===== src/design/bmt_pkg.sv =====
`default_nettype none

package bmt_pkg;

  localparam int unsigned DEF_MAX_CLASSES  = 8;
  localparam int unsigned DEF_EFFECT_LANES = 4;

  localparam int unsigned VALUE_W     = 32;
  localparam int unsigned FIELD_LANES = 4;
  localparam int unsigned TIME_W      = 48;
  localparam int unsigned BSIZE_W     = 40;
  localparam int unsigned COUNT_W     = 8;
  localparam int unsigned EIU_W       = 3;
  localparam int unsigned BLOCK_W     = 32;
  localparam int unsigned CLASS_W     = 4;

  localparam int unsigned CFG_ADDR_W = 2;
  localparam int unsigned CFG_DATA_W = 48;

  localparam int unsigned IN_DATA_W  = 184;
  localparam int unsigned OUT_BITS   = BLOCK_W + CLASS_W + 2 + FIELD_LANES * VALUE_W;
  localparam int unsigned OUT_DATA_W = ((OUT_BITS + 7) / 8) * 8;
  localparam int unsigned OUT_PAD_W  = OUT_DATA_W - OUT_BITS;

  localparam int unsigned IN_CNT_LSB = TIME_W;
  localparam int unsigned IN_EFF_LSB = TIME_W + COUNT_W;
  localparam int unsigned OUT_CLS_LSB = BLOCK_W;

  localparam int unsigned HALF_W = BSIZE_W / 2;
  localparam int unsigned PLO_W  = BLOCK_W + HALF_W;
  localparam int unsigned PHI_W  = BLOCK_W + BSIZE_W - HALF_W;
  localparam int unsigned PROD_W = BLOCK_W + BSIZE_W;

  localparam logic [TIME_W-1:0]  START_RST = '0;
  localparam logic [BSIZE_W-1:0] BSIZE_RST = BSIZE_W'(64'd3600 * 64'd24 * 64'd1000);
  localparam logic [EIU_W-1:0]   EIU_RST   = 3'd4;

  typedef enum logic [CFG_ADDR_W-1:0] {
    CFG_START_TIME = 2'd0,
    CFG_BLOCK_SIZE = 2'd1,
    CFG_EFFECTS    = 2'd2
  } cfg_reg_e;

  typedef struct packed {
    logic upd;
    logic wr_class;
    logic mix_sel;
    logic clear;
  } lane_ctl_t;

  typedef struct packed {
    logic               load;
    logic [BLOCK_W-1:0] block_no;
    logic [CLASS_W-1:0] vclass;
    logic               seen;
    logic               dropped;
    logic               last;
  } row_info_t;

  function automatic logic [VALUE_W-1:0] mag(input logic [VALUE_W-1:0] v);
    return v[VALUE_W-1] ? (~v + VALUE_W'(1)) : v;
  endfunction

endpackage

`default_nettype wire


===== src/design/bmt_ctrl.sv =====
`default_nettype none

module bmt_ctrl import bmt_pkg::*; #(
  parameter int unsigned N_CLASSES = DEF_MAX_CLASSES,
  parameter int unsigned NL        = DEF_EFFECT_LANES,
  parameter int unsigned ADDR_W    = 3,
  parameter int unsigned ROW_W     = 4
) (
  input  wire logic                        clk_i,
  input  wire logic                        rst_ni,
  input  wire logic                        cfg_we_i,
  input  wire logic [CFG_ADDR_W-1:0]       cfg_addr_i,
  input  wire logic [CFG_DATA_W-1:0]       cfg_wdata_i,
  input  wire logic                        s_axis_tvalid_i,
  output logic                             s_axis_tready_o,
  input  wire logic [IN_DATA_W-1:0]        s_axis_tdata_i,
  input  wire logic                        s_axis_tuser_i,
  input  wire logic                        room_i,
  output lane_ctl_t                        lane_ctl_o,
  output logic [ADDR_W-1:0]                addr_o,
  output logic [NL-1:0][VALUE_W-1:0]       values_o,
  output logic [NL-1:0]                    act_o,
  output row_info_t                        row_o
);

  typedef enum logic [2:0] {
    S_IDLE,
    S_MUL_LO,
    S_MUL_HI,
    S_CMP,
    S_EMIT,
    S_UPD
  } state_e;

  state_e                          state_q;
  logic                            flush_q;
  logic [TIME_W-1:0]               time_q;
  logic [COUNT_W-1:0]              count_q;
  logic [FIELD_LANES-1:0][VALUE_W-1:0] eff_q;
  logic [TIME_W-1:0]               elapsed_q;
  logic                            ge_q;
  logic [PLO_W-1:0]                plo_q;
  logic [PHI_W-1:0]                phi_q;
  logic [ROW_W-1:0]                row_q;
  logic [BLOCK_W-1:0]              cb_q;
  logic [N_CLASSES-1:0]            seen_q;
  logic                            dropped_q;
  logic [TIME_W-1:0]               start_q;
  logic [BSIZE_W-1:0]              bsize_q;
  logic [EIU_W-1:0]                eiu_q;

  logic [PROD_W-1:0]               prod;
  logic                            ended;
  logic                            cls_ok;
  logic [ADDR_W-1:0]               cls_idx;
  logic                            row_last;
  logic                            emit_go;

  // block end = current block times block size, from two registered partial products
  assign prod     = {phi_q, {HALF_W{1'b0}}} + PROD_W'(plo_q);
  assign ended    = ge_q && (PROD_W'(elapsed_q) > prod);
  assign cls_ok   = (count_q != '0) && (count_q <= COUNT_W'(N_CLASSES));
  assign cls_idx  = ADDR_W'(count_q - COUNT_W'(1));
  assign row_last = row_q == ROW_W'(N_CLASSES);
  assign emit_go  = (state_q == S_EMIT) && room_i;

  assign s_axis_tready_o = state_q == S_IDLE;

  assign addr_o = (state_q == S_EMIT) ? ADDR_W'(row_q - ROW_W'(1)) : cls_idx;

  assign lane_ctl_o.upd      = state_q == S_UPD;
  assign lane_ctl_o.wr_class = cls_ok;
  assign lane_ctl_o.mix_sel  = row_q == '0;
  assign lane_ctl_o.clear    = emit_go && row_last;

  assign row_o.load     = emit_go;
  assign row_o.block_no = cb_q;
  assign row_o.vclass   = CLASS_W'(row_q);
  assign row_o.seen     = (row_q == '0) ? (|seen_q) : seen_q[addr_o];
  assign row_o.dropped  = dropped_q;
  assign row_o.last     = row_last;

  for (genvar k = 0; k < NL; k++) begin : g_lane
    assign values_o[k] = eff_q[k];
    assign act_o[k]    = EIU_W'(k) < eiu_q;
  end

  always_ff @(posedge clk_i or negedge rst_ni) begin
    if (!rst_ni) begin
      state_q   <= S_IDLE;
      flush_q   <= 1'b0;
      time_q    <= '0;
      count_q   <= '0;
      eff_q     <= '0;
      elapsed_q <= '0;
      ge_q      <= 1'b0;
      plo_q     <= '0;
      phi_q     <= '0;
      row_q     <= '0;
      cb_q      <= BLOCK_W'(1);
      seen_q    <= '0;
      dropped_q <= 1'b0;
      start_q   <= START_RST;
      bsize_q   <= BSIZE_RST;
      eiu_q     <= EIU_RST;
    end else begin
      if (cfg_we_i) begin
        unique case (cfg_addr_i)
          CFG_START_TIME: start_q <= cfg_wdata_i[TIME_W-1:0];
          CFG_BLOCK_SIZE: bsize_q <= cfg_wdata_i[BSIZE_W-1:0];
          CFG_EFFECTS:    eiu_q   <= cfg_wdata_i[EIU_W-1:0];
          default: ;
        endcase
      end
      unique case (state_q)
        S_IDLE: begin
          if (s_axis_tvalid_i) begin
            flush_q <= s_axis_tuser_i;
            time_q  <= s_axis_tdata_i[TIME_W-1:0];
            count_q <= s_axis_tdata_i[IN_CNT_LSB +: COUNT_W];
            eff_q   <= s_axis_tdata_i[IN_EFF_LSB +: FIELD_LANES*VALUE_W];
            row_q   <= '0;
            state_q <= s_axis_tuser_i ? S_EMIT : S_MUL_LO;
          end
        end
        S_MUL_LO: begin
          plo_q     <= cb_q * bsize_q[HALF_W-1:0];
          elapsed_q <= time_q - start_q;
          ge_q      <= time_q >= start_q;
          state_q   <= S_MUL_HI;
        end
        S_MUL_HI: begin
          phi_q   <= cb_q * bsize_q[BSIZE_W-1:HALF_W];
          state_q <= S_CMP;
        end
        S_CMP: begin
          row_q   <= '0;
          state_q <= ended ? S_EMIT : S_UPD;
        end
        S_EMIT: begin
          if (room_i) begin
            if (row_last) begin
              cb_q      <= cb_q + BLOCK_W'(1);
              dropped_q <= 1'b0;
              state_q   <= flush_q ? S_IDLE : S_UPD;
            end else begin
              row_q <= row_q + ROW_W'(1);
            end
          end
        end
        S_UPD: begin
          if (cls_ok) begin
            seen_q[cls_idx] <= 1'b1;
          end else begin
            dropped_q <= 1'b1;
          end
          state_q <= S_IDLE;
        end
        default: state_q <= S_IDLE;
      endcase
    end
  end

endmodule

`default_nettype wire


===== config.mk =====
export PLATFORM = sky130hd
export DESIGN_NAME = bmt_ctrl
export DESIGN_NICKNAME = d
export VERILOG_FILES = /design/src/design/bmt_pkg.sv /design/src/design/bmt_ctrl.sv
export SDC_FILE = /design/constraint.sdc
export NUM_CORES = 2
export LEC_CHECK = 0
export BUFFER_PORTS_ARGS = -buffer_cell sky130_fd_sc_hd__buf_4
export CORE_AREA = 2 2 346 348
export DETAILED_ROUTE_END_ITERATION = 10
export DIE_AREA = 0 0 348 350
export GPL_TIMING_DRIVEN = 0
export PLACE_DENSITY = 0.8
export SETUP_SLACK_MARGIN = 0.5
export SYNTH_ARGS = -nofsm -noshare
export SYNTH_HDL_FRONTEND = slang
export SYNTH_SLANG_ARGS = --single-unit
export TNS_END_PERCENT = 1

===== constraint.sdc =====
create_clock -name clk_i -period 6.8 [get_ports clk_i]
set_clock_uncertainty 0.15 [all_clocks]
set_input_delay 1.36 -clock clk_i [delete_from_list [all_inputs] [get_ports clk_i]]
set_output_delay 1.36 -clock clk_i [all_outputs]
set_load 0.01 [all_outputs]

==> reports/metrics.cfg <==
[power_and_ir_drop]
power_density_mw_per_mm2 = 219
swShare_pct = 43.9
finalPower_mw = 16.3
p_switching_mw = 7.17
intPower_mw = 9.14
ir_drop_mv = 0.278
power_frac_comb_pct = 50.5
clock_power_share_pct = 20.4
p_leak_nw = 37.6
seqPwrFrac_pct = 29.1

[status]
status = finished with violations
violations = setup timing

[route]
routed_wl_um = 242000
drt_first_iter_violations = 5384
via_per_inst = 5.93
route.detailed.drc = 0
drt-wirelength-per-cell_um = 26.7
antenna_left = 0
drt_pass1_iterations = 8
vias = 53600

[critical_path]
crit_fanout = 11
r2r-end = plo_q[44]$_DFFE_PN0P_
cp-end-kind = flip-flop
cp.arrival_ns = 8.35
critPathRequiredTime_ns = 7.16
reg2reg_from = bsize_q[14]$_DFFE_PN1P_
ff2ff_setup_slack_ns = -1.19
critPathLaunchType = flip-flop
critPathKind = reg2reg
worst_r2r_path_depth = 23

[floorplanning]
die_x_um = 348
fp-row-count = 126
initial_core_util_pct = 54.9
die_area_sq_mm = 0.122
fp.dieH_um = 350
coreArea_sq_mm = 0.118
ioPinCount = 420

[grt]
antenna_found_initial = 25
grt_max_degree = 116
grt_pass1_vias = 54900
grt-ovfl-total = 0
grt_pass1_wl_um = 355000
grt_usage_pct = 40.1

[clock_tree]
cts-root-buf = clkbuf_16
clk-insertion-delay-late_ns = 0.68
cts.path.max_buffers = 3
clk_pin_slew_worst_paths_ns = 0.06
cts_sinks = 477
tritoncts = built
htreeDepth = 2
cts_made_buffers = 56

[sta]
fmax_ghz = 0.125
timing.final.crit_share_pct = 118
finalSetupViolCount = 63
tightest_slew_ns = 1.38
finalWorstSetupSlack_ns = -1.19
rsz0062_at_grt = yes
fin_crit_ns = 7.99
final-hold-violation-count = 0
relSlewSlack_pct = 7.80
slew_violations = 0

[logic_synthesis]
yosysWarnings = 0
synth_cell_types = 89
synth_edf_count = 0
synth_cells = 6920
synth_area_sq_mm = 0.0647
synthTopCellsByCount = inv_1, fa_1, nand2_1
syn_nets = 8691
ys_seq_area_share_pct = 18.5
synth.most_common_cell = inv_1
synth_top_area_share_pct = 33.2
yosys_register_bits = 477
synthTopCellsByArea = fa_1, dfrtp_1, ha_1, inv_1, nand2_1
ys_async_sr_fraction_pct = 100
synth_flop_cell = dfrtp_1
synth_top_cell_by_area = fa_1
avgSynthCellArea_sq_um = 9.35

[min_path]
whs_endpoint = plo_q[6]$_DFFE_PN0P_
hold_depth = 2
hold_start = plo_q[6]$_DFFE_PN0P_
hold_path.class = reg2reg

[place]
place_ws_ns = -2.26
hpwl_um = 196000
gp_congestion = 1.05
portBuffers = 419

[cells_and_area]
nets = 9210
syn_to_final_growth_pct = 15.3
drive_above_1_share_pct = 16.3

[flow_run]
drv_cap = 0

## sequential cells by signal, summed over array words and instances (netlist names), 3 cells and up
name	cells
count_q	8
eiu_q	3
time_q	48
seen_q	8
phi_q	52
row_q	4
elapsed_q	48
values_o	128
plo_q	52
cb_q	32
start_q	48
bsize_q	40
state_q	3
## metrics by stage
step | utilization, % | instance area [sq um] | hold WS [ns] | setup TNS, ns | cells
floorplan | - | 64900 | 0.293 | -4.30 | 6920
global placement | 59.4 | 69900 | 0.318 | -462.93 | 8875
detailed placement | 59.5 | 70100 | 0.325 | -97.71 | 8881
CTS | 63.0 | 74200 | 0.339 | -33.43 | 9019
global route | 63.3 | 74500 | 0.355 | -47.94 | 9027
finish | 63.3 | 74600 | 0.332 | -36.86 | 9038
## layer usage
layer	routed length, um	up-vias	GRT usage [%]
met4	19300	26	26.0
met5	189	-	0.0392
met3	27800	832	11.9
met2	104000	3000	59.6
met1	90700	27300	51.3
li1	-	22500	-
## cell type report
type	instances	area, sq um
Clock inverter	32	468
Buffer	382	2870
Inverter	1250	4690
Multi-Input combinational cell	4811	47400
Clock buffer	74	1560
Sequential cell	477	12000
Antenna cell	15	37.5
Tap cell	1536	1920
Fill cell	9731	43200
Timing Repair Buffer	461	3590
## worst max-delay path, stage by stage (launching register included)
cell and delay (ns):
dfstp_4 0.78, clkbuf_16 0.23, nand2_1 0.09, fa_1 0.56
inv_1 0.06, fa_1 0.56, fa_1 0.43, fa_1 0.52
fa_1 0.43, fa_1 0.56, fa_1 0.47, ha_4 0.28
a21o_1 0.19, a2111o_1 0.39, a21oi_1 0.17, nand2b_1 0.11
o211a_4 0.31, o41ai_4 0.27, o21ai_1 0.11, a21o_1 0.26
a221oi_4 0.36, o221ai_2 0.17, xnor2_2 0.26, o21ai_1 0.09
## worst max path at each step
| stage | start | endpoint | slack [ns] | depth (start not counted) |
|---|---|---|---|---|
| 6_report | bsize_q[14]$_DFFE_PN1P_ | plo_q[44]$_DFFE_PN0P_ | -1.19 | 23 |
| 5_1_grt | bsize_q[14]$_DFFE_PN1P_ | plo_q[44]$_DFFE_PN0P_ | -1.30 | 23 |
| 4_1_cts | bsize_q[26]$_DFFE_PN1P_ | phi_q[49]$_DFFE_PN0P_ | -1.07 | 26 |
| 3_5_place_dp | cb_q[10]$_DFFE_PN0P_ | plo_q[45]$_DFFE_PN0P_ | -2.26 | 24 |
| 3_3_place_gp | cb_q[10]$_DFFE_PN0P_ | plo_q[45]$_DFFE_PN0P_ | -2.17 | 24 |
| 2_1_floorplan | cb_q[5]$_DFFE_PN0P_ | phi_q[49]$_DFFE_PN0P_ | -0.35 | 27 |
## power groups by stage
stage / Sequential (mW) / Clock, mW / Combinational (mW)
after floorplan: 4.45 / 0 / 4.57
after global placement: 4.68 / 0 / 7.50
after detailed placement: 4.71 / 0 / 7.70
after CTS: 4.69 / 3.37 / 8.02
after global routing: 4.80 / 3.48 / 8.89
final: 4.74 / 3.33 / 8.24
## kinds of logic after synthesis
family          synth area share (%)
xor+xnor                        2.78
flops                           18.5
mux                             4.12
buf+inv                         9.51
fa+ha+maj                       42.1
simple gates                    14.8
compound gates                  8.24
## cells in the final DEF (no fill, tap or decap), types with 24 or more instances in the layout
master,n
clkbuf_1,147
dfrtp_1,430
clkbuf_8,61
a31oi_1,24
a21o_1,140
fa_1,1065
mux2_2,235
o21ai_1,42
clkbuf_16,74
o21bai_1,31
nand3_1,56
o21ai_0,264
xnor2_1,116
and2_1,603
a21oi_1,181
inv_1,1249
buf_4,470
clkbuf_4,80
clkbuf_2,49
dfrtp_2,28
nor2_1,93
xor2_1,68
nand4_1,49
and3_1,26
nand2b_1,28
nand2_1,1025
ha_1,436
## what timing repair did
| item | in CTS | in global routing |
|---|---|---|
| pin swaps | 37 | 27 |
| buffers inserted | 32 | 4 |
| endpoints found under the setup margin | 85 | 82 |
| resized for setup | 566 | 111 |
| hold buffers | 0 | 0 |
(Power assumes the default switching activity.)
