===== config.mk =====
export PLATFORM = sky130hd
export DESIGN_NAME = bmt_lane
export DESIGN_NICKNAME = d
export VERILOG_FILES = /design/src/design/bmt_pkg.sv /design/src/design/bmt_lane.sv
export SDC_FILE = /design/constraint.sdc
export NUM_CORES = 1
export LEC_CHECK = 0
export BUFFER_PORTS_ARGS = -buffer_cell sky130_fd_sc_hd__buf_2
export CAP_MARGIN = 20
export CORE_MARGIN = 2
export CORE_UTILIZATION = 55
export DETAILED_ROUTE_END_ITERATION = 10
export GPL_ROUTABILITY_DRIVEN = 0
export PLACE_DENSITY = 0.82
export SLEW_MARGIN = 15
export SYNTH_ARGS = -nofsm -noshare
export SYNTH_HDL_FRONTEND = slang
export SYNTH_SLANG_ARGS = --single-unit

===== constraint.sdc =====
create_clock -name clk_i -period 19.6 [get_ports clk_i]
set_clock_uncertainty 0.15 [all_clocks]
set_input_delay 0.98 -clock clk_i [delete_from_list [all_inputs] [get_ports clk_i]]
set_output_delay 0.98 -clock clk_i [all_outputs]
set_load 0.02 [all_outputs]

===== src/design/bmt_pkg.sv =====
`default_nettype none

package bmt_pkg;

  localparam int unsigned DEF_MAX_CLASSES  = 8;
  localparam int unsigned DEF_EFFECT_LANES = 4;

  localparam int unsigned VALUE_W     = 32;
  localparam int unsigned FIELD_LANES = 4;
  localparam int unsigned TIME_W      = 48;
  localparam int unsigned BSIZE_W     = 40;
  localparam int unsigned COUNT_W     = 8;
  localparam int unsigned EIU_W       = 3;
  localparam int unsigned BLOCK_W     = 32;
  localparam int unsigned CLASS_W     = 4;

  localparam int unsigned CFG_ADDR_W = 2;
  localparam int unsigned CFG_DATA_W = 48;

  localparam int unsigned IN_DATA_W  = 184;
  localparam int unsigned OUT_BITS   = BLOCK_W + CLASS_W + 2 + FIELD_LANES * VALUE_W;
  localparam int unsigned OUT_DATA_W = ((OUT_BITS + 7) / 8) * 8;
  localparam int unsigned OUT_PAD_W  = OUT_DATA_W - OUT_BITS;

  localparam int unsigned IN_CNT_LSB = TIME_W;
  localparam int unsigned IN_EFF_LSB = TIME_W + COUNT_W;
  localparam int unsigned OUT_CLS_LSB = BLOCK_W;

  localparam int unsigned HALF_W = BSIZE_W / 2;
  localparam int unsigned PLO_W  = BLOCK_W + HALF_W;
  localparam int unsigned PHI_W  = BLOCK_W + BSIZE_W - HALF_W;
  localparam int unsigned PROD_W = BLOCK_W + BSIZE_W;

  localparam logic [TIME_W-1:0]  START_RST = '0;
  localparam logic [BSIZE_W-1:0] BSIZE_RST = BSIZE_W'(64'd3600 * 64'd24 * 64'd1000);
  localparam logic [EIU_W-1:0]   EIU_RST   = 3'd4;

  typedef enum logic [CFG_ADDR_W-1:0] {
    CFG_START_TIME = 2'd0,
    CFG_BLOCK_SIZE = 2'd1,
    CFG_EFFECTS    = 2'd2
  } cfg_reg_e;

  typedef struct packed {
    logic upd;
    logic wr_class;
    logic mix_sel;
    logic clear;
  } lane_ctl_t;

  typedef struct packed {
    logic               load;
    logic [BLOCK_W-1:0] block_no;
    logic [CLASS_W-1:0] vclass;
    logic               seen;
    logic               dropped;
    logic               last;
  } row_info_t;

  function automatic logic [VALUE_W-1:0] mag(input logic [VALUE_W-1:0] v);
    return v[VALUE_W-1] ? (~v + VALUE_W'(1)) : v;
  endfunction

endpackage

`default_nettype wire


===== src/design/bmt_lane.sv =====
`default_nettype none

module bmt_lane import bmt_pkg::*; #(
  parameter int unsigned N_CLASSES = DEF_MAX_CLASSES,
  parameter int unsigned ADDR_W    = 3
) (
  input  wire logic               clk_i,
  input  wire logic               rst_ni,
  input  wire lane_ctl_t          ctl_i,
  input  wire logic [ADDR_W-1:0]  addr_i,
  input  wire logic [VALUE_W-1:0] value_i,
  input  wire logic               act_i,
  output logic      [VALUE_W-1:0] row_val_o
);

  logic [VALUE_W-1:0]   class_q [N_CLASSES];
  logic [N_CLASSES-1:0] valid_q;
  logic [VALUE_W-1:0]   mix_q;
  logic [VALUE_W-1:0]   entry;
  logic                 win_class;
  logic                 win_mix;
  logic                 wr_entry;

  // entries not written since the last close read as zero
  assign entry     = valid_q[addr_i] ? class_q[addr_i] : '0;
  assign win_class = mag(value_i) >= mag(entry);
  assign win_mix   = mag(value_i) >= mag(mix_q);
  assign wr_entry  = ctl_i.upd && act_i && ctl_i.wr_class && win_class;
  assign row_val_o = ctl_i.mix_sel ? mix_q : entry;

  always_ff @(posedge clk_i or negedge rst_ni) begin
    if (!rst_ni) begin
      valid_q <= '0;
      mix_q   <= '0;
    end else if (ctl_i.clear) begin
      valid_q <= '0;
      mix_q   <= '0;
    end else if (ctl_i.upd && act_i) begin
      if (win_mix) begin
        mix_q <= value_i;
      end
      if (wr_entry) begin
        valid_q[addr_i] <= 1'b1;
      end
    end
  end

  always_ff @(posedge clk_i) begin
    if (wr_entry && !ctl_i.clear) begin
      class_q[addr_i] <= value_i;
    end
  end

endmodule

`default_nettype wire


==> flow_summary.json, run 1 <==
{
  "status": "finished, final reports clean",
  "cts_hold_buf": 0,
  "ys.warnings.count": 0,
  "grt_first_pass_wirelength_mm": 60.7,
  "setup_violations": 0,
  "wirelength_mm": 40.6,
  "antenna_found_initial": 2,
  "synth_cells": 1171,
  "drc_errors": 0,
  "cts_sinks": 296,
  "area_growth_syn_to_layout_pct": 11.1,
  "cp-start-kind": "primary input",
  "layout_min_cycle_time_ns": 8.00,
  "setup_tns_ns": 0,
  "post_cts_buffers": 0,
  "drtIter0Drc": 1406,
  "synth_area_um2": 15400,
  "worstPathMaxFanout": 65,
  "fin_ws_ns": 11.60,
  "post_dp_cell_area_um2": 16100,
  "die_y_um": 171,
  "p_leak_nw": 6.17,
  "wl_per_cell_um": 24.9,
  "grt-ovfl-total": 0,
  "layout_common_cells": "edfxtp_1, nand2_1, buf_2",
  "synth_nets": 1280,
  "dpl.hpwl_mm": 26.2,
  "die-width_um": 171,
  "synth_edf_count": 256,
  "hp-class": "register to register",
  "first_global_vias": 10431,
  "portBuffers": 73,
  "yosysSeqAreaShare": 0.565,
  "tritoncts": "built",
  "fin_nets": 1342,
  "end_kind": "register",
  "r2r_setup_slack_ns": 13.18,
  "drv_cap": 0,
  "synth_cell_type_count": 71,
  "clk_pin_slew_worst_paths_ns": 0.06,
  "rsz0062_at_grt": "no",
  "die-area_um2": 29300,
  "grt_use_total": 0.275,
  "rows": 61,
  "io_pins": 74,
  "clock.fmax_mhz": 125,
  "synth_flop_cell": "edfxtp_1",
  "async_flop_share": 0.135,
  "coreArea_um2": 27600,
  "cts.path.max_buffers": 3,
  "cts_buffers": 29,
  "first_pass_iters": 6,
  "relSlewSlack": 0.323,
  "final_area_um2": 17100,
  "path_class": "primary input to register",
  "p_per_area_nw_per_um2": 84.8,
  "nFillCells": 2024,
  "num_vias": 10793,
  "hold_viol": 0,
  "final_layout_size_suffix_gt1_frac": 0.160,
  "place_ws_ns": 11.02,
  "initial_core_util": 0.557,
  "clkLatencyLatePin_ns": 0.56,
  "final_common_cell": "edfxtp_1",
  "cts_root_buf": "clkbuf_16",
  "grt_start_max_net_pins": 66,
  "h-tree-depth": 1,
  "ir_drop_v": 0.0000629,
  "crit_arrival_ns": 8.15,
  "tightestPinTransition_ns": 1.02,
  "syn_area_per_cell_um2": 13.1,
  "antenna_cells": 0,
  "cts_resized": 0,
  "required_ns": 19.75,
  "vias_per_cell": 6.61,
  "slew_viol_final": 0,
  "finalCritPeriodShare": 0.408,
  "synth_seq_cells": 296,
  "ant_nets": 0
}
==> layout make-up <==
cell class | instances | area, um2 | area share
Clock inverter | 12 | 90.1 | 0.00527
Multi-Input combinational cell | 799 | 6440 | 0.377
Sequential cell | 296 | 8690 | 0.508
Inverter | 17 | 63.8 | 0.00373
Tap cell | 378 | 473 | 0.0277
Timing Repair Buffer | 90 | 576 | 0.0337
Clock buffer | 40 | 767 | 0.0449
==> final timing paths <==
kind	start	end	depth (start not counted)
min reg2reg	valid_q[2]	valid_q[2]	1
min	valid_q[2]	valid_q[2]	1
max in group asynchronous	rst_ni	valid_q[1]	1
min in group asynchronous	rst_ni	mix_q[4]	1
max reg2reg	class_q[1][0]	class_q[4][8]	20
max	addr_i[1]	class_q[4][8]	22
==> worst max-delay path, stage by stage <==
cell and delay (ns):
buf_4 0.54, buf_4 0.77, mux2_2 0.43, a221oi_1 0.34
o211ai_1 0.22, nand2_1 0.16, ha_1 0.21, o311ai_1 0.14
or4_4 0.58, nor4_1 0.67, a21oi_1 0.16, xor2_1 0.18
nand2_1 0.07, ha_1 0.19, a21o_1 0.15, a21o_1 0.16
a21oi_1 0.14, o221ai_1 0.12, a41oi_1 0.70, o31a_1 0.63
nor2_4 0.26, buf_16 0.24
==> cell usage after synthesis (9+ instances only) <==
cell type / instances / area share
nand2_1: 122 / 0.030
nor2b_1: 10 / 0.0041
xor2_1: 37 / 0.021
mux2_2: 18 / 0.013
buf_2: 14 / 0.0046
xnor2_1: 47 / 0.027
edfxtp_1: 256 / 0.50
ha_1: 67 / 0.054
dfrtp_1: 40 / 0.065
nand4_1: 17 / 0.0069
nand2b_1: 12 / 0.0049
o41ai_1: 11 / 0.0063
mux2i_1: 36 / 0.023
nor3_1: 11 / 0.0036
clkbuf_1: 34 / 0.0083
mux4_2: 34 / 0.050
or4_1: 14 / 0.0068
a21o_1: 33 / 0.016
nor2_1: 33 / 0.0081
a221oi_1: 15 / 0.0085
nand3_1: 23 / 0.0075
a22oi_1: 9 / 0.0044
o31ai_1: 35 / 0.017
inv_1: 16 / 0.0039
a22o_1: 32 / 0.018
o21ai_0: 57 / 0.019
a21oi_1: 25 / 0.0081
==> flip-flops by register name (all words and copies together) (netlist names) <==
name	count
valid_q	8
mix_q	32
class_q	256
==> layer usage <==
metal  part of all wire  vias to the layer above  track usage
li1                   -                     4724            -
met2               0.46                      649        0.429
met1               0.40                     5302        0.387
met3               0.11                      116       0.0578
met4              0.032                        2       0.0914
met5            0.00027                        -            0
==> kinds of logic (layout without fill, tap and decap cells) <==
family / after synthesis / after routing / share of synthesized area
AOI/OAI and AO/OA: 273 / 273 / 0.127
xor gates and xnor gates: 84 / 84 / 0.0478
adders and majority gates: 67 / 67 / 0.0545
buffers and inverters: 76 / 159 / 0.0216
DFF: 296 / 296 / 0.565
muxes: 94 / 94 / 0.0928
and+or+nand+nor: 281 / 281 / 0.0914
==> stage by stage <==
| stage | hold slack, ns | power (W) | utilization | cells |
|---|---|---|---|---|
| after floorplan | 0.323 | 0.000865 | - | 1171 |
| after global placement | 0.353 | 0.000929 | 0.584 | 1576 |
| after detailed placement | 0.354 | 0.000938 | 0.584 | 1576 |
| after CTS | 0.368 | 0.00145 | 0.615 | 1628 |
| after global routing | 0.389 | 0.00150 | 0.619 | 1632 |
| final | 0.370 | 0.00145 | 0.619 | 1632 |
==> report_power, final <==
part | total (W) | switching (W) | internal [W]
registers | 0.000701 | 0.00000917 | 0.000691
clock network | 0.000518 | 0.000232 | 0.000286
logic | 0.000231 | 0.000145 | 0.0000862
No activity file was read; power rests on OpenSTA's default activity.
==> inputs of run 2 (changes only) <==
- clock period: 19.6 -> 7.6 ns (I/O delays scaled with it)
==> run 2 against run 1 <==
Net effect:
- cell area up 1.7%
- sequential power rose to 2.6 times the previous value
- via count up 1.0%
- clock power rose to 3.0 times the previous value
- critical path depth down 5
- first-iteration DRC count down 16%
- global-route usage up 1.0 points
- register-to-register slack worse by 12 ns
- total power rose to 2.7 times the previous value
==> flow_summary.json, run 2 (synthesized netlist as in run 1, its figures left out) <==
{
  "relSlewSlack": 0.342,
  "whs_ns": 0.0414,
  "setup_violations": 0,
  "required_ns": 7.71,
  "initial_core_util": 0.557,
  "p_int_w": 0.00292,
  "die-area_um2": 29300,
  "p_leak_nw": 6.34,
  "area_growth_syn_to_layout_pct": 13.1,
  "wirelength_mm": 41.4,
  "largest_register_ffs": 256,
  "grt-ovfl-total": 0,
  "min_from": "value_i[29]",
  "end_kind": "register",
  "post_cts_buffers": 0,
  "top_regs": "class_q x256, mix_q x32, valid_q x8",
  "wl_per_cell_um": 25.1,
  "use_met1": 0.385,
  "drc_errors": 0,
  "nFillCells": 2000,
  "coreArea_um2": 27600,
  "hold_viol": 0,
  "ant_nets": 0,
  "dp.cells": 1592,
  "cts_buffers": 30,
  "layout_common_cells": "edfxtp_1, nand2_1, buf_2",
  "rows": 61,
  "fin_nets": 1358,
  "combPwrFrac": 0.154,
  "worstPathMaxFanout": 54,
  "cts_resized": 0,
  "seq_power_share": 0.458,
  "ir_drop_v": 0.000181,
  "h-tree-depth": 1,
  "met2_usage": 0.460,
  "vias_per_cell": 6.60,
  "die_y_um": 171,
  "hp-class": "primary input to register",
  "r2r-start": "class_q[1][4]",
  "final_cells": 1652,
  "slowest_stage": "o31a_1",
  "clkLatencyLatePin_ns": 0.56,
  "first_pass_iters": 5,
  "cp_slowest_stage_delay_ns": 0.62,
  "first_global_vias": 10759,
  "setup_tns_ns": 0,
  "finalCritPeriodShare": 0.858,
  "pwr-share-clk": 0.388,
  "drv_cap": 0,
  "rsz0062_at_grt": "no",
  "regMostFlops": "class_q",
  "cts.path.max_buffers": 3,
  "cp-start-kind": "primary input",
  "tritoncts": "built",
  "slew_viol_final": 0,
  "grt_first_pass_wirelength_mm": 62.4,
  "cts_hold_buf": 2,
  "grt_use_total": 0.285,
  "p_switching_w": 0.00102,
  "total_power_w": 0.00394,
  "worstPathCellList": "buf_4 -> buf_12 -> mux4_2 -> mux2i_1 -> nand4_2 -> a41o_1 -> nor4_4 -> a41oi_1 -> xnor2_1 -> nand2_1 -> ha_1 -> nand4_1 -> nor3_1 -> a41oi_1 -> o31a_1 -> nor2_4 -> buf_12",
  "die-width_um": 171,
  "dpl.hpwl_mm": 27.8,
  "drtIter0Drc": 1187,
  "cts_root_buf": "clkbuf_16",
  "path_class": "primary input to register",
  "tightestPinTransition_ns": 0.987,
  "grt_busiest_layer": "met2",
  "crit_arrival_ns": 6.63,
  "p_per_area_nw_per_um2": 227,
  "io_pins": 74,
  "num_vias": 10904,
  "portBuffers": 73,
  "grt_start_max_net_pins": 63,
  "status": "finished, final reports clean",
  "clock.fmax_mhz": 153,
  "p_sw_frac": 0.258,
  "cts_sinks": 296,
  "crit_start": "addr_i[1]",
  "final_common_cell": "edfxtp_1",
  "grt_util_met3": 0.0504,
  "clk_pin_slew_worst_paths_ns": 0.06,
  "fin_ws_ns": 1.08,
  "layout_min_cycle_time_ns": 6.52,
  "place_ws_ns": 0.727,
  "antenna_found_initial": 1,
  "final_layout_size_suffix_gt1_frac": 0.175
}
[run 2: cell types whose count changed in the layout (fill, tap and decap cells not counted), moves of 2 or more]
cell	change
clkbuf_1	-8
buf_4	+11
clkbuf_16	+2
buf_16	-4
clkinv_2	+2
dlygate4sd3_1	+2
bufinv_16	+4
clkinv_1	+3
buf_12	+6
[run 2: layer usage]
| layer | wire (um) | part of all wire | vias up |
|---|---|---|---|
| met2 | 19500 | 0.47 | 696 |
| met5 | 0 | 0 | - |
| met4 | 1530 | 0.037 | 0 |
| met3 | 4210 | 0.10 | 121 |
| met1 | 16200 | 0.39 | 5322 |
| li1 | - | - | 4765 |
[run 2: power by group through the flow]
stage	Combinational, W	Sequential [W]	Clock [W]
after floorplan	0.000400	0.00183	0
after global routing	0.000662	0.00181	0.00160
after detailed placement	0.000591	0.00184	0
after global placement	0.000572	0.00184	0
after CTS	0.000597	0.00180	0.00154
final	0.000608	0.00180	0.00153
[run 2: worst max-delay path: cells and delay by family]
| family | cells | cell delay, ns |
|---|---|---|
| xor+xnor | 1 | 0.18 |
| mux | 2 | 1.13 |
| fa+ha+maj | 1 | 0.32 |
| simple gates | 6 | 1.74 |
| buf+inv | 3 | 1.18 |
| compound gates | 4 | 1.62 |
[run 2: final cells by class]
| type | count | area [um2] | share of cell area |
|---|---|---|---|
| flip-flops and latches | 296 | 8690 | 0.499 |
| multi-input cells | 799 | 6450 | 0.371 |
| diodes | 1 | 2.50 | 0.000144 |
| clock inverters | 22 | 241 | 0.0139 |
| repair buffers | 105 | 688 | 0.0396 |
| inverters | 17 | 63.8 | 0.00367 |
| clock buffers | 34 | 787 | 0.0452 |
| well taps | 378 | 473 | 0.0272 |
[run 2: final timing paths]
path,end,slack (ns),cells after the start
min in group asynchronous,mix_q[11],0.13,2
max,class_q[0][8],1.08,17
max reg2reg,class_q[0][8],1.42,17
min reg2reg,valid_q[0],0.38,1
min,class_q[1][29],0.04,1
max in group asynchronous,valid_q[0],6.70,3
[run 2: through the flow]
| stage | util | cell area, um2 |
|---|---|---|
| floorplan | - | 15400 |
| global placement | 0.591 | 16300 |
| detailed placement | 0.591 | 16300 |
| CTS | 0.629 | 17400 |
| global route | 0.630 | 17400 |
| finish | 0.630 | 17400 |
