### src/design/bmt_pkg.sv
`default_nettype none

package bmt_pkg;

  localparam int unsigned DEF_MAX_CLASSES  = 8;
  localparam int unsigned DEF_EFFECT_LANES = 4;

  localparam int unsigned VALUE_W     = 32;
  localparam int unsigned FIELD_LANES = 4;
  localparam int unsigned TIME_W      = 48;
  localparam int unsigned BSIZE_W     = 40;
  localparam int unsigned COUNT_W     = 8;
  localparam int unsigned EIU_W       = 3;
  localparam int unsigned BLOCK_W     = 32;
  localparam int unsigned CLASS_W     = 4;

  localparam int unsigned CFG_ADDR_W = 2;
  localparam int unsigned CFG_DATA_W = 48;

  localparam int unsigned IN_DATA_W  = 184;
  localparam int unsigned OUT_BITS   = BLOCK_W + CLASS_W + 2 + FIELD_LANES * VALUE_W;
  localparam int unsigned OUT_DATA_W = ((OUT_BITS + 7) / 8) * 8;
  localparam int unsigned OUT_PAD_W  = OUT_DATA_W - OUT_BITS;

  localparam int unsigned IN_CNT_LSB = TIME_W;
  localparam int unsigned IN_EFF_LSB = TIME_W + COUNT_W;
  localparam int unsigned OUT_CLS_LSB = BLOCK_W;

  localparam int unsigned HALF_W = BSIZE_W / 2;
  localparam int unsigned PLO_W  = BLOCK_W + HALF_W;
  localparam int unsigned PHI_W  = BLOCK_W + BSIZE_W - HALF_W;
  localparam int unsigned PROD_W = BLOCK_W + BSIZE_W;

  localparam logic [TIME_W-1:0]  START_RST = '0;
  localparam logic [BSIZE_W-1:0] BSIZE_RST = BSIZE_W'(64'd3600 * 64'd24 * 64'd1000);
  localparam logic [EIU_W-1:0]   EIU_RST   = 3'd4;

  typedef enum logic [CFG_ADDR_W-1:0] {
    CFG_START_TIME = 2'd0,
    CFG_BLOCK_SIZE = 2'd1,
    CFG_EFFECTS    = 2'd2
  } cfg_reg_e;

  typedef struct packed {
    logic upd;
    logic wr_class;
    logic mix_sel;
    logic clear;
  } lane_ctl_t;

  typedef struct packed {
    logic               load;
    logic [BLOCK_W-1:0] block_no;
    logic [CLASS_W-1:0] vclass;
    logic               seen;
    logic               dropped;
    logic               last;
  } row_info_t;

  function automatic logic [VALUE_W-1:0] mag(input logic [VALUE_W-1:0] v);
    return v[VALUE_W-1] ? (~v + VALUE_W'(1)) : v;
  endfunction

endpackage

`default_nettype wire

### src/design/bmt_merge.sv
`default_nettype none

module bmt_merge import bmt_pkg::*; #(
  parameter int unsigned NL = DEF_EFFECT_LANES
) (
  input  wire logic                        clk_i,
  input  wire logic                        rst_ni,
  input  wire row_info_t                   row_i,
  input  wire logic [NL-1:0][VALUE_W-1:0]  lane_val_i,
  input  wire logic [NL-1:0]               act_i,
  input  wire logic                        m_axis_tready_i,
  output logic                             m_axis_tvalid_o,
  output logic [OUT_DATA_W-1:0]            m_axis_tdata_o,
  output logic                             m_axis_tlast_o,
  output logic                             room_o
);

  logic [FIELD_LANES-1:0][VALUE_W-1:0] maxv;
  logic [OUT_DATA_W-1:0]               data_d;
  logic                                tvalid_q;
  logic [OUT_DATA_W-1:0]               tdata_q;
  logic                                tlast_q;

  for (genvar k = 0; k < FIELD_LANES; k++) begin : g_pad
    if (k < NL) begin : g_on
      assign maxv[k] = act_i[k] ? lane_val_i[k] : '0;
    end else begin : g_off
      assign maxv[k] = '0;
    end
  end

  assign data_d = {{OUT_PAD_W{1'b0}}, row_i.dropped, maxv, row_i.seen, row_i.vclass,
                   row_i.block_no};

  assign room_o = !tvalid_q || m_axis_tready_i;

  always_ff @(posedge clk_i or negedge rst_ni) begin
    if (!rst_ni) begin
      tvalid_q <= 1'b0;
    end else if (row_i.load) begin
      tvalid_q <= 1'b1;
    end else if (m_axis_tready_i) begin
      tvalid_q <= 1'b0;
    end
  end

  always_ff @(posedge clk_i) begin
    if (row_i.load) begin
      tdata_q <= data_d;
      tlast_q <= row_i.last;
    end
  end

  assign m_axis_tvalid_o = tvalid_q;
  assign m_axis_tdata_o  = tdata_q;
  assign m_axis_tlast_o  = tlast_q;

endmodule

`default_nettype wire

### config.mk
export PLATFORM = sky130hd
export DESIGN_NAME = bmt_merge
export DESIGN_NICKNAME = d
export VERILOG_FILES = /design/src/design/bmt_pkg.sv /design/src/design/bmt_merge.sv
export SDC_FILE = /design/constraint.sdc
export NUM_CORES = 1
export LEC_CHECK = 0
export BUFFER_PORTS_ARGS = -buffer_cell sky130_fd_sc_hd__buf_4
export CORE_AREA = 3 3 132 134
export CTS_CLUSTER_DIAMETER = 100
export CTS_CLUSTER_SIZE = 24
export DETAILED_ROUTE_END_ITERATION = 6
export DIE_AREA = 0 0 135 137
export PLACE_DENSITY_LB_ADDON = 0.1
export SLEW_MARGIN = 25
export SYNTH_ARGS = -nofsm -noshare
export SYNTH_HDL_FRONTEND = slang
export SYNTH_SLANG_ARGS = --single-unit
### constraint.sdc
create_clock -name clk_i -period 1.98 [get_ports clk_i]
set_clock_uncertainty 0.1 [all_clocks]
set_input_delay 0.198 -clock clk_i [delete_from_list [all_inputs] [get_ports clk_i]]
set_output_delay 0.198 -clock clk_i [all_outputs]
set_load 0.02 [all_outputs]
==> results_dict.tcl, run 1 <==
set metrics [dict create \
    drv_cap 0 \
    powerDensity_nw_per_um2 806.4 \
    status "complete, no violations" \
    cts_tree "built" \
    vdd_drop_max_v 0.0005199 \
    core_um2 16410 \
    cts_max_level 4 \
    post-route-min-period_ns 1.501 \
    yosysSeqAreaShare 0.8273 \
    dieArea_um2 18500 \
    cp_cell_sequence "dlygate4sd3_1 -> buf_4 -> nand2b_1 -> buf_4" \
    hold_viol 0 \
    min_path_type "primary input to register" \
    cp-end-kind "output port" \
    clock_latency_ns 0.41 \
    clk_path_buf_depth 2 \
    avgSynthCellArea_um2 19.46 \
    layout.cells.non_filler 1071 \
    yosysWarningCount 0 \
    worst_path_max_delay_cell "dlygate4sd3_1" \
    fin_tns_setup_ns 0 \
    syn-cell-area_um2 6092 \
    pin_count 346 \
    cts_buffers 17 \
    routedWlPerCell_um 16.04 \
    antenna_left 0 \
    grt_pass1_wl_mm 24.94 \
    overflow 0 \
    syn2layout_area_growth_pct 84.21 \
    crit_type "primary input to output port" \
    cts_resized 0 \
    rows 47 \
    antenna_found_initial 1 \
    cts_root_buf "clkbuf_16" \
    dieHeight_um 137 \
    setup_ws_ns 0.4788 \
    critPathMaxStageDelay_ns 0.55 \
    grt_max_degree 38 \
    power_uw 9049 \
    gr-usage-all-layers 0.1782 \
    drt_iter0_markers 177 \
    die_w_um 135 \
    drt_first_pass_iters 4 \
    fmax_mhz 666.1 \
    rsz0062_at_grt "no" \
    cts.sinks 168 \
    start_util 0.3713 \
    crit_path_start_kind "primary input" \
    p_leak_uw 0.004738 \
    setup_violations 0 \
    vias_per_cell 4.219 \
    antenna_cells 0 \
    drc_errors 0 \
    finalCritPeriodShare 0.7582 \
    clkSlewWorstSetupHoldPaths_ns 0.06 \
    path_max_fanout 2 \
    worstPathArrival_ns 1.20 \
    grt_pass1_vias 4766 \
    placed_cells 869 \
    synth.distinct_cells 7 \
    cp.required_ns 1.68 \
    cpMostUsedCell "buf_4" \
    routed_wl_mm 17.18 \
    dp_hpwl_mm 11.72 \
    nNetsFinal 1013 \
    synth_seq_cells 168 \
    utilization 0.6840 \
    gp_congestion 0.7321 \
    synth_cells 313 \
    port_buffers 343 \
    place_ws_ns 0.7144 \
    drive_above_1_share 0.5911 \
    drv_slew 0 \
    dr_total_vias 4519 \
]
worst paths after layout:
path,startpoint,endpoint,slack (ns),depth (start not counted)
max reg2reg,m_axis_tvalid_o,m_axis_tvalid_o,1.23,2
max,m_axis_tready_i,room_o,0.48,4
min in group asynchronous,rst_ni,m_axis_tvalid_o,0.53,3
min,row_i[39],m_axis_tdata_o[111],0.08,1
min reg2reg,m_axis_tvalid_o,m_axis_tvalid_o,0.43,2
max in group asynchronous,rst_ni,m_axis_tvalid_o,1.14,3
area by class of cell:
type,instances,area (µm²)
fill,1119,5185
sequential,168,5040
timing repair buffer,519,4363
multi-input combinational,132,980.9
clock buffer,19,432.9
tap,220,275.3
clock inverter,13,130.1
critical path, delay by kind of cell:
| family | cells | cell delay [ns] |
|---|---|---|
| buffers and inverters | 3 | 0.86 |
| AND/OR/NAND/NOR | 1 | 0.16 |
report_power, final:
part | internal [µW] | switching, µW | leakage (µW)
Clock | 1850 | 1310 | 0.000267
Sequential | 4220 | 82.7 | 0.00163
Combinational | 865 | 719 | 0.00284
Total | 6940 | 2110 | 0.00474
state kept, by name (all words and copies together) (netlist names):
name and count:
m_axis_tdata_o 166, m_axis_tlast_o 1, m_axis_tvalid_o 1
layer usage:
layer	wire length (µm)	GRT usage	vias to the layer above
met5	7	0	-
met4	496	0.08231	2
met3	1317	0.05919	39
met2	9240	0.3191	209
met1	6116	0.1910	2112
li1	-	-	2157
stage by stage:
step / hold slack [ns] / area, µm²
global placement: -0.1267 / 8957
floorplan: -0.1976 / 6096
detailed placement: -0.1209 / 8957
global route: 0.07752 / 11220
finish: 0.08044 / 11220
CTS: 0.07603 / 11220
logic make-up after synthesis:
family,Yosys count,share of synthesized area
buffers and inverters,14,0.01232
flip-flops,168,0.8273
other,1,0.0006156
AND/OR/NAND/NOR,130,0.1598
what timing repair did:
item                       in CTS  in global routing
hold endpoints to repair      169                  0
setup endpoints to repair       0                  0
buffers inserted                0                  0
hold buffers                  170                  0
cell usage after synthesis:
master    number  area, µm²
nand2b_1       2      12.51
buf_4          2      15.01
clkbuf_2      12      60.06
edfxtp_1     167       5015
and2_2       128      960.9
dfrtp_1        1      25.02
conb_1         1      3.750
layout by cell type, fill, tap and decap left out:
cell           instances
and2_2               128
buf_12                 3
buf_4                345
buf_6                  1
bufinv_16              2
clkbuf_1               2
clkbuf_16             17
clkinv_1               4
clkinv_2               1
clkinv_4               3
clkinvlp_4             2
conb_1                 2
dfrtp_1                1
dlygate4sd3_1        170
edfxtp_1             167
inv_6                  1
nand2b_1               2
Note: power is estimated with default switching activity, not from simulation.
==> run 2, diff against run 1 <==
CORE_AREA = 3 3 133 135   (was 3 3 132 134)
DIE_AREA = 0 0 136 138   (was 0 0 135 137)
clock period = 1.5 ns   (was 1.98 ns; I/O delays follow)
==> results_dict.tcl, run 2 (synthesis results as in run 1) <==
set metrics [dict create \
    grt_pass1_wl_mm 26.14 \
    drt_first_pass_iters 4 \
    clkSlewWorstSetupHoldPaths_ns 0.06 \
    hold_viol 0 \
    rsz0062_at_grt "no" \
    antenna_cells 0 \
    cts_max_level 4 \
    grt_pass1_vias 4891 \
    routed_wl_mm 17.55 \
    whs_path_depth 2 \
    nNetsFinal 1014 \
    utilization 0.6795 \
    start_util 0.3674 \
    drc_errors 0 \
    cts_root_buf "clkbuf_16" \
    worstPathArrival_ns 1.14 \
    layout_common_cells "buf_4 (344), dlygate4sd3_1 (171), edfxtp_1 (167)" \
    die_w_um 136 \
    crit_type "primary input to output port" \
    cp.required_ns 1.25 \
    drive_above_1_share 0.5927 \
    pin_count 346 \
    vias_per_cell 4.210 \
    antenna_found_initial 0 \
    fin_tns_setup_ns 0 \
    post-route-min-period_ns 1.388 \
    grt_max_degree 44 \
    largest_register_ffs 166 \
    gp_congestion 0.7086 \
    clk_path_buf_depth 2 \
    drv_slew 0 \
    dr_total_vias 4513 \
    status "complete, no violations" \
    syn2layout_area_growth_pct 84.97 \
    rows 47 \
    final_common_cell "buf_4" \
    drt_iter0_markers 172 \
    place_area_um2 8970 \
    antenna_left 0 \
    core_um2 16580 \
    cts.sinks 168 \
    crit_path_start_kind "primary input" \
    port_buffers 343 \
    cts_tree "built" \
    dieArea_um2 18770 \
    cp-end-kind "output port" \
    p_leak_uw 0.004762 \
    clock_latency_ns 0.42 \
    fmax_mhz 720.4 \
    routedWlPerCell_um 16.37 \
    postLayoutCellArea_um2 11270 \
    drv_cap 0 \
    finalCritPeriodShare 0.9255 \
    cts_resized 0 \
    reg2regPathDepth 2 \
    path_max_fanout 2 \
    dieHeight_um 138 \
    setup_violations 0 \
    min_path_type "primary input to register" \
    overflow 0 \
    powerDensity_nw_per_um2 1076 \
    dp_hpwl_mm 11.67 \
    cts_buffers 17 \
    vdd_drop_max_v 0.0006914 \
    gr-usage-all-layers 0.1840 \
]
-- run 2: cell count changes in the layout (fill, tap and decap cells not counted) --
cell,before,now
buf_4,345,344
bufinv_16,2,3
dlygate4sd3_1,170,171
clkinv_2,1,3
buf_12,3,4
clkinv_1,4,2
clkinv_4,3,2
-- run 2: layout make-up --
type | count | area [µm²]
Clock buffer | 19 | 432.9
Clock inverter | 13 | 153.9
Fill cell | 1161 | 5315
Multi-Input combinational cell | 132 | 980.9
Sequential cell | 168 | 5040
Tap cell | 220 | 275.3
Timing Repair Buffer | 520 | 4385
-- run 2: power breakdown --
group / switching (µW) / internal (µW) / total (µW)
clock: 1730 / 2610 / 4340
combinational: 958 / 1150 / 2110
sequential: 108 / 5580 / 5680
total: 2800 / 9330 / 12100
-- run 2: per-stage QoR --
step | std cells | hold WS, ns | power [µW] | setup slack (ns)
detailed placement | 869 | -0.1687 | 7519 | 0.3934
CTS | 1072 | 0.1283 | 12250 | 0.1186
floorplan | 314 | -0.2456 | 6451 | 0.5395
global route | 1072 | 0.1676 | 12570 | 0.09206
global placement | 869 | -0.1696 | 7495 | 0.3937
finish | 1072 | 0.1412 | 12130 | 0.1118
-- run 2: repair_timing --
item	in CTS	in global routing
endpoints found under the hold margin	182	0
hold buffers	171	0
buffers inserted	0	0
-- run 2: final timing paths --
| check | slack [ns] | start | endpoint |
|---|---|---|---|
| hold / removal | 0.14 | act_i[2] | m_axis_tdata_o[120] |
| max in group asynchronous | 0.72 | rst_ni | m_axis_tvalid_o |
| hold reg to reg | 0.46 | m_axis_tvalid_o | m_axis_tvalid_o |
| min in group asynchronous | 0.47 | rst_ni | m_axis_tvalid_o |
| setup / recovery | 0.11 | m_axis_tready_i | room_o |
| setup reg to reg | 0.73 | m_axis_tvalid_o | m_axis_tvalid_o |
-- run 2: critical path, stage by stage --
cell,delay (ns)
dlygate4sd3_1,0.54
buf_4,0.13
nand2b_1,0.16
buf_4,0.17
-- run 2: metal layers --
layer  vias to the layer above  GRT usage  share of wire
met2                       224     0.3356           0.54
met4                         0    0.07427          0.023
met3                        29    0.06613          0.093
met1                      2097     0.1886           0.35
met5                         -          0              0
li1                       2163          -              -
==> run 3, diff against run 2 <==
BUFFER_PORTS_ARGS = -buffer_cell sky130_fd_sc_hd__buf_2   (was -buffer_cell sky130_fd_sc_hd__buf_4)
PLACE_DENSITY = 0.74   (was unset)
PLACE_DENSITY_LB_ADDON = unset   (was 0.1)
==> results_dict.tcl, run 3 (synthesis results as in run 1) <==
set metrics [dict create \
    crit_path_start_kind "register" \
    syn2layout_area_growth_pct 69.42 \
    cts_max_level 4 \
    fill_cells 1197 \
    dieArea_um2 18770 \
    path_delay_family "flip-flops" \
    grt_max_degree 55 \
    drt_iter0_markers 154 \
    dr_total_vias 4495 \
    rsz0062_at_grt "no" \
    p_leak_uw 0.004406 \
    drv_cap 0 \
    routed_wl_mm 17.51 \
    vias_per_cell 4.201 \
    cp.required_ns 1.25 \
    antenna_left 0 \
    drv_slew 0 \
    cts_buffers 17 \
    grt_pass1_wl_mm 26.57 \
    fmax_mhz 731.1 \
    status "complete, no violations" \
    worst_path_max_delay_cell "edfxtp_1" \
    nNetsFinal 1011 \
    core_um2 16580 \
    fin_tns_setup_ns 0 \
    dp_hpwl_mm 10.89 \
    powerDensity_nw_per_um2 1098 \
    min_path_type "primary input to register" \
    cts.sinks 168 \
    layout_common_cells "buf_2 (342), dlygate4sd3_1 (171), edfxtp_1 (167)" \
    setup_ws_ns 0.1321 \
    cts_tree "built" \
    dieHeight_um 138 \
    worst-path-buf-inv 1 \
    grt_pass1_vias 4932 \
    cp_cell_sequence "buf_2" \
    critPathMaxStageDelay_ns 0.49 \
    largest_register_ffs 166 \
    drive_above_1_share 0.5936 \
    start_util 0.3674 \
    postCtsSetupRepairBufs 0 \
    drt_first_pass_iters 4 \
    vdd_drop_max_v 0.0007826 \
    gp_congestion 0.8078 \
    drc_errors 0 \
    post-route-min-period_ns 1.368 \
    setup_violations 0 \
    cts_resized 0 \
    die_w_um 136 \
    finalCritPeriodShare 0.9119 \
    hold_viol 0 \
    clock_latency_ns 0.41 \
    clk_path_buf_depth 2 \
    place_ws_ns 0.3452 \
    worstPathArrival_ns 1.12 \
    clkSlewWorstSetupHoldPaths_ns 0.07 \
    final_common_cell "buf_2" \
    pin_count 346 \
    holdBufCountCts 171 \
    path_max_fanout 1 \
    crit_type "register to output port" \
    port_buffers 343 \
    antenna_found_initial 2 \
    cp-end-kind "output port" \
    overflow 0 \
    rows 47 \
    gr-usage-all-layers 0.1853 \
    cts_root_buf "clkbuf_16" \
    routedWlPerCell_um 16.36 \
]
run 3: changes by cell type in the layout (fill, tap and decap cells not counted):
cell | before | now
inv_6 | 1 | 4
buf_2 | 0 | 342
clkinvlp_4 | 2 | 6
buf_4 | 344 | 0
buf_12 | 4 | 3
bufinv_16 | 3 | 0
clkbuf_1 | 2 | 0
clkinv_4 | 2 | 0
diode_2 | 0 | 1
run 3: power by group:
part	leakage (µW)	total, µW	switching, µW	internal (µW)
logic	0.00254	1760	938	822
registers	0.00163	5670	97.2	5570
clock network	0.000243	3910	1790	2110
run 3: area by class of cell:
type,instances,area [µm²],share of cell area
Antenna cell,1,2.502,0.0002425
Multi-Input combinational cell,132,980.9,0.09504
Sequential cell,168,5040,0.4883
Clock buffer,17,425.4,0.04122
Clock inverter,15,102.6,0.009941
Tap cell,220,275.3,0.02667
Timing Repair Buffer,517,3495,0.3386
run 3: routing by layer:
layer	up-vias	track usage	part of all wire
met5	-	0	0.0011
met3	39	0.06650	0.086
met2	228	0.3330	0.53
met1	2067	0.1952	0.36
li1	2159	-	-
met4	2	0.07374	0.027
run 3: metrics by stage:
| step | hold WS (ns) | cell area [µm²] | total power [µW] | utilization | cells |
|---|---|---|---|---|---|
| 2_1_floorplan | -0.2456 | 6096 | 6451 | - | 314 |
| 3_3_place_gp | -0.1670 | 8079 | 7128 | 0.4872 | 866 |
| 3_5_place_dp | -0.1661 | 8079 | 7159 | 0.4872 | 866 |
| 4_1_cts | 0.2515 | 10320 | 11430 | 0.6222 | 1069 |
| 5_1_grt | 0.2753 | 10320 | 11810 | 0.6224 | 1070 |
| 6_report | 0.2632 | 10320 | 11340 | 0.6224 | 1070 |
run 3: final timing paths:
check | startpoint | end | cells past startpoint | slack [ns]
max | m_axis_tdata_o[23] | m_axis_tdata_o[23] | 1 | 0.13
min | act_i[0] | m_axis_tdata_o[37] | 2 | 0.26
max reg2reg | m_axis_tvalid_o | m_axis_tvalid_o | 2 | 0.76
min reg2reg | m_axis_tvalid_o | m_axis_tvalid_o | 2 | 0.43
max in group asynchronous | rst_ni | m_axis_tvalid_o | 3 | 0.72
min in group asynchronous | rst_ni | m_axis_tvalid_o | 3 | 0.48
